$ cat config.mk
export PLATFORM = sky130hd
export DESIGN_NAME = heater_temperature_supervisor_top
export DESIGN_NICKNAME = d
export VERILOG_FILES = /design/src/rtl/hts_pkg.sv /design/src/rtl/hts_front.sv /design/src/rtl/hts_core.sv /design/src/rtl/hts_out.sv /design/src/rtl/heater_temperature_supervisor_top.sv
export SDC_FILE = /design/constraint.sdc
export NUM_CORES = 1
export LEC_CHECK = 0
export BUFFER_PORTS_ARGS = -buffer_cell sky130_fd_sc_hd__buf_2
export CELL_PAD_IN_SITES_DETAIL_PLACEMENT = 0
export CELL_PAD_IN_SITES_GLOBAL_PLACEMENT = 1
export CORE_ASPECT_RATIO = 1.75
export CORE_MARGIN = 2
export CORE_UTILIZATION = 55
export DETAILED_ROUTE_END_ITERATION = 7
export PLACE_DENSITY_LB_ADDON = 0.1
export RECOVER_POWER = 25
export SLEW_MARGIN = 20
export SYNTH_ARGS = -nofsm -noshare
export SYNTH_HDL_FRONTEND = slang
export SYNTH_SLANG_ARGS = --single-unit
$ cat constraint.sdc
create_clock -name clk -period 20.2 [get_ports clk]
set_input_delay 4.04 -clock clk [delete_from_list [all_inputs] [get_ports clk]]
set_output_delay 4.04 -clock clk [all_outputs]
set_load 0.05 [all_outputs]
$ cat src/rtl/hts_pkg.sv
package hts_pkg;

  // Temperature conversion: Q.4 degrees = floor(adc * 12491 / 4096) + 176
  localparam logic [13:0] CONV_COEF   = 14'd12491;
  localparam int          CONV_SHIFT  = 12;
  localparam int          CONV_OFFSET = 176;

  // Above 550 degrees (Q.4) the tip counts as not connected
  localparam int unsigned DISCONNECT_Q4 = 32'd8800;

  // Configuration register indexes
  localparam logic [1:0] CFG_WORK  = 2'd0;
  localparam logic [1:0] CFG_SLEEP = 2'd1;
  localparam logic [1:0] CFG_DELAY = 2'd2;

  // Configuration limits and reset values
  localparam logic [8:0]  WORK_MIN  = 9'd50;
  localparam logic [8:0]  WORK_MAX  = 9'd450;
  localparam logic [8:0]  SLEEP_MAX = 9'd450;
  localparam logic [8:0]  WORK_RST  = 9'd200;
  localparam logic [8:0]  SLEEP_RST = 9'd80;
  localparam logic [23:0] DELAY_RST = 24'd120000;

  // Sleep timer saturates at its full scale
  localparam logic [24:0] TIMER_MAX = 25'h1FFFFFF;

  // Milliseconds to seconds: floor(x / 1000) = (x * ceil(2^34 / 1000)) >> 34
  localparam int          SEC_SHIFT = 34;
  localparam logic [24:0] SEC_RECIP = 25'd17179870;

  // Mode codes on the result channel
  localparam logic [2:0] MODE_NC     = 3'd0;
  localparam logic [2:0] MODE_OFF    = 3'd1;
  localparam logic [2:0] MODE_ACTIVE = 3'd2;
  localparam logic [2:0] MODE_SLEEP  = 3'd3;
  localparam logic [2:0] MODE_HIB    = 3'd4;

  // Supervisor state, one-hot
  typedef enum logic [4:0] {
    ST_NC     = 5'b00001,
    ST_OFF    = 5'b00010,
    ST_ACTIVE = 5'b00100,
    ST_SLEEP  = 5'b01000,
    ST_HIB    = 5'b10000
  } sup_state_t;

  // Supervisor result handed from the update stage to the output stage
  typedef struct packed {
    logic [2:0] mode;
    logic [8:0] target;
    logic       written;
    logic       run;
  } sup_res_t;

  function automatic logic [2:0] mode_code(input sup_state_t st);
    logic [2:0] code;
    unique case (st)
      ST_NC:     code = MODE_NC;
      ST_OFF:    code = MODE_OFF;
      ST_ACTIVE: code = MODE_ACTIVE;
      ST_SLEEP:  code = MODE_SLEEP;
      ST_HIB:    code = MODE_HIB;
      default:   code = MODE_NC;
    endcase
    return code;
  endfunction

endpackage

$ cat src/rtl/hts_front.sv
module hts_front #(
  parameter int ADC_BITS = 12
) (
  input  logic                  clk,
  input  logic                  rst_n,
  input  logic                  en,
  input  logic                  in_valid,
  input  logic [ADC_BITS-1:0]   adc_sample,
  input  logic                  stand_pin,
  input  logic                  enable_switch,
  output logic                  vld,
  output logic [ADC_BITS+1:0]   temp_q4,
  output logic                  stand,
  output logic                  enable
);
  import hts_pkg::*;

  localparam int PROD_W = ADC_BITS + 14;
  localparam int TEMP_W = ADC_BITS + 2;

  logic [PROD_W-1:0] prod;
  logic [TEMP_W-1:0] temp_nxt;
  logic              vld_r;
  logic [TEMP_W-1:0] temp_r;
  logic              stand_r;
  logic              enable_r;

  // Convert the raw sample to Q.4 degrees
  assign prod     = PROD_W'(adc_sample) * PROD_W'(CONV_COEF);
  assign temp_nxt = TEMP_W'(prod >> CONV_SHIFT) + TEMP_W'(CONV_OFFSET);

  // Valid of the input stage
  always_ff @(posedge clk) begin
    if (!rst_n) begin
      vld_r <= 1'b0;
    end else if (en) begin
      vld_r <= in_valid;
    end
  end

  // Hold the converted tick while the pipeline is stalled
  always_ff @(posedge clk) begin
    if (en) begin
      temp_r   <= temp_nxt;
      stand_r  <= stand_pin;
      enable_r <= enable_switch;
    end
  end

  assign vld     = vld_r;
  assign temp_q4 = temp_r;
  assign stand   = stand_r;
  assign enable  = enable_r;

endmodule

$ cat src/rtl/hts_core.sv
module hts_core #(
  parameter int ADC_BITS      = 12,
  parameter int TICK_MS       = 10,
  parameter int SMOOTH_WINDOW = 10
) (
  input  logic                  clk,
  input  logic                  rst_n,
  input  logic                  en,
  input  logic                  vld_in,
  input  logic [ADC_BITS+1:0]   temp_q4,
  input  logic                  stand,
  input  logic                  enable,
  input  logic                  cfg_we,
  input  logic [1:0]            cfg_index,
  input  logic [23:0]           cfg_data,
  output logic                  vld,
  output hts_pkg::sup_res_t     res,
  output logic [ADC_BITS-3:0]   smooth_deg,
  output logic [23:0]           remain_ms
);
  import hts_pkg::*;

  localparam int TEMP_W  = ADC_BITS + 2;
  localparam int NUM_W   = TEMP_W + 1;
  localparam int DIV_L   = $clog2(SMOOTH_WINDOW);
  localparam int DIV_S   = NUM_W + DIV_L;
  localparam int RECIP_W = NUM_W + 1;
  localparam int PROD_W  = NUM_W + RECIP_W;
  localparam logic [RECIP_W-1:0] RECIP = RECIP_W'(((64'd1 << DIV_S)
      + 64'(SMOOTH_WINDOW) - 64'd1) / 64'(SMOOTH_WINDOW));

  // Configuration registers
  logic [8:0]  work_r;
  logic [8:0]  sleep_r;
  logic [23:0] delay_r;
  logic [8:0]  cfg_val;
  logic [8:0]  work_clamp;
  logic [8:0]  sleep_clamp;

  // Supervisor state
  sup_state_t        state_r, state_nxt;
  logic [TEMP_W-1:0] smooth_r, smooth_nxt;
  logic [24:0]       timer_r, timer_nxt;
  logic [8:0]        target_r, target_nxt;

  // Filter datapath
  logic [TEMP_W:0]    diff;
  logic               diff_neg;
  logic [TEMP_W:0]    diff_mag;
  logic [NUM_W-1:0]   num;
  logic [PROD_W-1:0]  prod;
  logic [NUM_W-1:0]   quot;
  logic [TEMP_W-1:0]  filt;

  // Supervisor datapath
  logic        adv;
  logic        disconnect;
  sup_state_t  stand_st;
  logic [25:0] timer_inc;
  logic [24:0] timer_sat;
  logic        written;
  logic        run;
  logic        hib_due;
  logic [23:0] remain_nxt;

  // Stage registers
  logic                 vld_r;
  sup_res_t             res_r;
  logic [ADC_BITS-3:0]  deg_r;
  logic [23:0]          remain_r;

  assign adv = en && vld_in;

  // Clamp the work and sleep temperature writes
  assign cfg_val     = cfg_data[8:0];
  assign work_clamp  = (cfg_val > WORK_MAX) ? WORK_MAX :
                       (cfg_val < WORK_MIN) ? WORK_MIN : cfg_val;
  assign sleep_clamp = (cfg_val > SLEEP_MAX) ? SLEEP_MAX : cfg_val;

  always_ff @(posedge clk) begin
    if (!rst_n) begin
      work_r  <= WORK_RST;
      sleep_r <= SLEEP_RST;
      delay_r <= DELAY_RST;
    end else if (cfg_we) begin
      unique case (cfg_index)
        CFG_WORK:  work_r  <= work_clamp;
        CFG_SLEEP: sleep_r <= sleep_clamp;
        CFG_DELAY: delay_r <= cfg_data;
        default: ;
      endcase
    end
  end

  // Smoothing: s' = s + floor((t - s) / W), division by reciprocal multiply
  assign diff     = {1'b0, temp_q4} - {1'b0, smooth_r};
  assign diff_neg = diff[TEMP_W];
  assign diff_mag = diff_neg ? -diff : diff;
  assign num      = NUM_W'(diff_mag) + (diff_neg ? NUM_W'(SMOOTH_WINDOW - 1) : '0);
  assign prod     = PROD_W'(num) * PROD_W'(RECIP);
  assign quot     = NUM_W'(prod >> DIV_S);
  assign filt     = diff_neg ? smooth_r - TEMP_W'(quot) : smooth_r + TEMP_W'(quot);

  // Sleep timer step and tip presence
  assign disconnect = 32'(temp_q4) > DISCONNECT_Q4;
  assign stand_st   = (timer_r >= {1'b0, delay_r}) ? ST_HIB : ST_SLEEP;
  assign timer_inc  = {1'b0, timer_r} + 26'(TICK_MS);
  assign timer_sat  = (timer_inc > {1'b0, TIMER_MAX}) ? TIMER_MAX : timer_inc[24:0];

  // Supervisor next state
  always_comb begin
    state_nxt  = state_r;
    smooth_nxt = smooth_r;
    timer_nxt  = timer_r;
    target_nxt = target_r;
    written    = 1'b0;
    run        = 1'b0;
    if (adv) begin
      smooth_nxt = filt;
      priority if (disconnect) begin
        target_nxt = '0;
        written    = 1'b1;
        state_nxt  = ST_NC;
      end else if (!enable) begin
        if (state_r != ST_OFF) begin
          target_nxt = '0;
          written    = 1'b1;
          state_nxt  = ST_OFF;
          timer_nxt  = '0;
        end
      end else if (stand) begin
        if (stand_st != state_r) begin
          target_nxt = (stand_st == ST_SLEEP) ? sleep_r : '0;
          written    = 1'b1;
          state_nxt  = stand_st;
        end
        if (stand_st == ST_SLEEP) begin
          timer_nxt = timer_sat;
        end
        run = 1'b1;
      end else begin
        if (state_r != ST_ACTIVE) begin
          target_nxt = work_r;
          written    = 1'b1;
          state_nxt  = ST_ACTIVE;
          timer_nxt  = '0;
        end
        run = 1'b1;
      end
    end else if (cfg_we && cfg_index == CFG_WORK && state_r == ST_ACTIVE) begin
      // A new work temperature takes effect at once while active
      target_nxt = work_clamp;
    end
  end

  // Sleep time left in milliseconds
  assign hib_due    = timer_nxt >= {1'b0, delay_r};
  assign remain_nxt = hib_due ? '0 : delay_r - timer_nxt[23:0];

  always_ff @(posedge clk) begin
    if (!rst_n) begin
      state_r  <= ST_NC;
      smooth_r <= '0;
      timer_r  <= '0;
      target_r <= '0;
    end else begin
      state_r  <= state_nxt;
      smooth_r <= smooth_nxt;
      timer_r  <= timer_nxt;
      target_r <= target_nxt;
    end
  end

  // Result register of the update stage
  always_ff @(posedge clk) begin
    if (!rst_n) begin
      vld_r <= 1'b0;
    end else if (en) begin
      vld_r <= vld_in;
    end
  end

  always_ff @(posedge clk) begin
    if (en) begin
      res_r.mode    <= mode_code(state_nxt);
      res_r.target  <= target_nxt;
      res_r.written <= written;
      res_r.run     <= run;
      deg_r         <= smooth_nxt[TEMP_W-1:4];
      remain_r      <= remain_nxt;
    end
  end

  assign vld        = vld_r;
  assign res        = res_r;
  assign smooth_deg = deg_r;
  assign remain_ms  = remain_r;

endmodule

$ cat src/rtl/hts_out.sv
module hts_out #(
  parameter int ADC_BITS = 12
) (
  input  logic                  clk,
  input  logic                  rst_n,
  input  logic                  en,
  input  logic                  vld_in,
  input  hts_pkg::sup_res_t     res,
  input  logic [ADC_BITS-3:0]   smooth_deg,
  input  logic [23:0]           remain_ms,
  output logic                  out_valid,
  output logic [2:0]            out_mode,
  output logic [ADC_BITS-3:0]   out_smoothed_degrees,
  output logic [8:0]            out_pid_target,
  output logic                  out_target_written,
  output logic                  out_regulator_run,
  output logic [14:0]           out_seconds_to_hibernate
);
  import hts_pkg::*;

  logic [48:0]         sec_prod;
  logic [14:0]         secs;
  logic                vld_r;
  sup_res_t            res_r;
  logic [ADC_BITS-3:0] deg_r;
  logic [14:0]         secs_r;

  // Whole seconds left: milliseconds times the reciprocal of 1000
  assign sec_prod = 49'(remain_ms) * 49'(SEC_RECIP);
  assign secs     = 15'(sec_prod >> SEC_SHIFT);

  always_ff @(posedge clk) begin
    if (!rst_n) begin
      vld_r <= 1'b0;
    end else if (en) begin
      vld_r <= vld_in;
    end
  end

  // Hold the result until the consumer takes it
  always_ff @(posedge clk) begin
    if (en) begin
      res_r  <= res;
      deg_r  <= smooth_deg;
      secs_r <= secs;
    end
  end

  assign out_valid                = vld_r;
  assign out_mode                 = res_r.mode;
  assign out_smoothed_degrees     = deg_r;
  assign out_pid_target           = res_r.target;
  assign out_target_written       = res_r.written;
  assign out_regulator_run        = res_r.run;
  assign out_seconds_to_hibernate = secs_r;

endmodule

$ cat src/rtl/heater_temperature_supervisor_top.sv
// Heater temperature supervisor. One tick (ADC sample, stand pin, enable
// switch) enters per cycle and passes registered stages in order: an input
// stage converts the sample to Q.4 degrees, an update stage runs the smoothing
// filter and the supervisor state and holds the result, and an output stage
// turns the remaining sleep time into whole seconds. Throughput is one tick
// per cycle; the whole pipeline holds while out_stall is high on a waiting
// result, and in_stall follows it in the same cycle. cfg_ready is always
// high; registers must be written only while no tick is in flight, which the
// block does not enforce. Work temperature writes clamp to 50..450 degrees and
// take effect at once while active; sleep temperature writes saturate at 450.
module heater_temperature_supervisor_top #(
  parameter int ADC_BITS      = 12,
  parameter int TICK_MS       = 10,
  parameter int SMOOTH_WINDOW = 10
) (
  input  logic                  clk,
  input  logic                  rst_n,
  input  logic                  in_valid,
  output logic                  in_stall,
  input  logic [ADC_BITS-1:0]   in_adc_sample,
  input  logic                  in_stand_pin,
  input  logic                  in_enable_switch,
  output logic                  out_valid,
  input  logic                  out_stall,
  output logic [2:0]            out_mode,
  output logic [ADC_BITS-3:0]   out_smoothed_degrees,
  output logic [8:0]            out_pid_target,
  output logic                  out_target_written,
  output logic                  out_regulator_run,
  output logic [14:0]           out_seconds_to_hibernate,
  input  logic                  cfg_valid,
  output logic                  cfg_ready,
  input  logic [1:0]            cfg_index,
  input  logic [23:0]           cfg_data
);
  import hts_pkg::*;

  logic                en;
  logic                s1_vld;
  logic [ADC_BITS+1:0] s1_temp;
  logic                s1_stand;
  logic                s1_enable;
  logic                s2_vld;
  sup_res_t            s2_res;
  logic [ADC_BITS-3:0] s2_deg;
  logic [23:0]         s2_remain;

  // Advance every stage unless a finished result is held
  assign en        = !out_valid || !out_stall;
  assign in_stall  = !en;
  assign cfg_ready = 1'b1;

  hts_front #(
    .ADC_BITS (ADC_BITS)
  ) u_front (
    .clk           (clk),
    .rst_n         (rst_n),
    .en            (en),
    .in_valid      (in_valid),
    .adc_sample    (in_adc_sample),
    .stand_pin     (in_stand_pin),
    .enable_switch (in_enable_switch),
    .vld           (s1_vld),
    .temp_q4       (s1_temp),
    .stand         (s1_stand),
    .enable        (s1_enable)
  );

  hts_core #(
    .ADC_BITS      (ADC_BITS),
    .TICK_MS       (TICK_MS),
    .SMOOTH_WINDOW (SMOOTH_WINDOW)
  ) u_core (
    .clk        (clk),
    .rst_n      (rst_n),
    .en         (en),
    .vld_in     (s1_vld),
    .temp_q4    (s1_temp),
    .stand      (s1_stand),
    .enable     (s1_enable),
    .cfg_we     (cfg_valid),
    .cfg_index  (cfg_index),
    .cfg_data   (cfg_data),
    .vld        (s2_vld),
    .res        (s2_res),
    .smooth_deg (s2_deg),
    .remain_ms  (s2_remain)
  );

  hts_out #(
    .ADC_BITS (ADC_BITS)
  ) u_out (
    .clk                      (clk),
    .rst_n                    (rst_n),
    .en                       (en),
    .vld_in                   (s2_vld),
    .res                      (s2_res),
    .smooth_deg               (s2_deg),
    .remain_ms                (s2_remain),
    .out_valid                (out_valid),
    .out_mode                 (out_mode),
    .out_smoothed_degrees     (out_smoothed_degrees),
    .out_pid_target           (out_pid_target),
    .out_target_written       (out_target_written),
    .out_regulator_run        (out_regulator_run),
    .out_seconds_to_hibernate (out_seconds_to_hibernate)
  );

endmodule

==> results.toml <==
[floorplan]
row_count = 108
die_w_um = 174
start_util = 0.558
core_um2 = 49700
ios = 87
die_area_um2 = 52300
die_y_um = 301

[clock_network]
cts_tree = "done"
clk_pin_slew_worst_paths_ns = 0.08
cts_max_level = 1
clock_path_buffers = 3
post_cts_buffers = 0
clk_latency_ns = 0.54
cts_root_buf = "clkbuf_16"
ctsHoldBuffers = 0
post_cts_resized = 0
cts_buffers = 20
cts.sinks = 201

[sta]
slew_viol_final = 102
fin_worst_skew_ns = 0.0396
final-setup-viol-count = 0
hold_viol_final = 0
tightest_slew_ns = 2.54
fmax_mhz = 69.1
min_period_ns = 14.48
relSlewSlack = -0.696
rsz0062_at_grt = "false"
fin_crit_sh = 0.717
fin_tns_setup_ns = 0

[place]
hpwl_um = 55200
port-buffer-count = 85
gp_congestion = 0.906

[route]
wire_per_inst_um = 18.0
drt_iter0_markers = 820
drtPass1Iterations = 6
dr_total_vias = 20700
ant_nets = 0
drc = 0
wl_um = 66400
vias_per_cell = 5.60

[critical_path]
r2r_cells = 51
cp-end-kind = "flip-flop"
setup.worst_path.class = "reg2reg"
cp_common_cell = "ha_1"
start_kind = "flip-flop"
cp_slowest_cell = "nor4bb_1"
cp_data_required_time_ns = 20.47
crit_path_max_fanout = 25
cp_slowest_stage_delay_ns = 0.67
cp_data_arrival_time_ns = 14.75

[global_route]
grt_pass1_wl_um = 110000
grt_pass1_vias = 22100
antenna_found_initial = 0
grt_usage = 0.261
overflow = 0
grt_max_degree = 78

[synth]
ys_seq_elements = 201
synthArstFlopShare = 0
ys_types = 92
synth_edf_count = 103
netlist_area_um2 = 27800
ys.warnings.count = 0
synthCells = 2948
syn_avg_cell_area_um2 = 9.41
ys_seq_area_frac = 0.182
ys.flop_type = "edfxtp_1"
synthesis.nets = 3817

[cells_and_area]
area_growth_pct = 6.76
antenna_cells = 0
drive_gt1_frac = 0.0578
fin_nets = 3884

[run]
cap_violations = 2

[outcome]
status = "complete, but fails checks"
violations = "capacitance limit, slew limit"

[hold_path]
hp-class = "reg2reg"
whs_path_depth = 0
critical path, delay by kind of cell (launching register included):
kind | cells | cell delay, ns
multiplexers | 1 | 0.07
XOR/XNOR | 3 | 0.55
AO/OA/AOI/OAI | 18 | 4.49
AND/OR/NAND/NOR | 12 | 3.24
flip-flops | 1 | 0.37
adder cells (fa/ha/maj) | 11 | 4.51
buffers and inverters | 6 | 0.98
layer usage:
layer,GRT usage,vias up,wire length (um)
li1,-,10100,-
met1,0.288,10100,25400
met2,0.520,344,37100
met3,0.0142,117,1530
met4,0.0946,0,2350
met5,0,-,0
layout by cell type, fill, tap and decap left out, drive strengths merged, types with 40 or more instances in the layout:
cell type  Yosys  layout
a21o          59      59
nor2         132     132
inv          566     567
o21ai        108     108
nor3          40      40
edfxtp       103     103
fa           271     271
nand2        188     188
nand3         51      51
and2          46      46
dfxtp         98      98
nor2b         47      47
ha           553     553
buf           10     103
a21oi        107     107
xnor2         75      75
cell usage after synthesis, types with 9 or more instances:
cell type / count / share of area
a211oi_1: 21 / 0.0057
a21boi_0: 30 / 0.0081
a21o_1: 59 / 0.016
a21oi_1: 106 / 0.019
a31oi_1: 21 / 0.0047
and2_1: 46 / 0.010
and3_1: 24 / 0.0054
clkbuf_1: 51 / 0.0069
dfxtp_1: 98 / 0.071
edfxtp_1: 103 / 0.11
fa_1: 271 / 0.20
ha_1: 553 / 0.25
inv_1: 565 / 0.076
nand2_1: 188 / 0.025
nand2b_1: 18 / 0.0041
nand3_1: 51 / 0.0092
nand4_1: 28 / 0.0063
nor2_1: 131 / 0.018
nor2b_1: 47 / 0.011
nor3_1: 40 / 0.0072
nor4_1: 9 / 0.0020
o211a_1: 10 / 0.0036
o211ai_1: 25 / 0.0068
o21a_1: 29 / 0.0078
o21ai_0: 105 / 0.019
o21bai_1: 9 / 0.0024
o31ai_1: 11 / 0.0030
or3_1: 20 / 0.0045
xnor2_1: 75 / 0.024
xor2_1: 35 / 0.011
flip-flops by register name (all words and copies together) (netlist names), 10 cells and up:
register	cells
u_core.timer_r	25
u_core.delay_r	24
u_out.out_seconds_to_hibernate	15
u_core.remain_ms	24
u_out.out_smoothed_degrees	10
u_core.res	14
u_front.temp_q4	14
u_core.smooth_r	14
u_core.smooth_deg	10
cell families (layout without fill, tap and decap cells):
| kind of cell | Yosys count | in the layout | share of synthesized area |
|---|---|---|---|
| fa+ha+maj | 824 | 824 | 0.445 |
| simple gates | 654 | 654 | 0.119 |
| buf+inv | 627 | 707 | 0.0854 |
| compound gates | 519 | 519 | 0.129 |
| flops | 201 | 201 | 0.182 |
| xor+xnor | 112 | 112 | 0.0359 |
| mux | 10 | 10 | 0.00415 |
| other cells | 1 | 1 | 0.000135 |
worst paths after layout:
path	start	endpoint	slack, ns
worst min register to register	u_core.res[13]	u_out.out_mode[2]	0.39
worst min-delay path	u_core.res[13]	u_out.out_mode[2]	0.39
worst max register to register	u_core.smooth_r[7]	u_core.smooth_deg[9]	5.72
worst max-delay path	u_core.smooth_r[7]	u_core.smooth_deg[9]	5.72
cell type report:
class / instances / area, um^2
Clock buffer: 28 / 571
Inverter: 566 / 2120
Fill cell: 4544 / 20100
Clock inverter: 7 / 125
Sequential cell: 201 / 5050
Multi-Input combinational cell: 2120 / 20400
Tap cell: 660 / 826
Timing Repair Buffer: 106 / 574
per-stage QoR:
stage                     area, um^2  instances  setup slack [ns]  utilization  hold slack [ns]
final                          29600       3688              5.72        0.596            0.393
after global routing           29600       3688              4.58        0.596            0.409
after detailed placement       28900       3653              5.75        0.582            0.406
after global placement         28900       3652              6.13        0.582            0.404
after CTS                      29600       3688              5.70        0.596            0.393
after floorplan                27800       2948              7.77            -            0.400
Power is not shown: default switching activity piles up to over one toggle a cycle in this logic, so the estimate is an artifact.
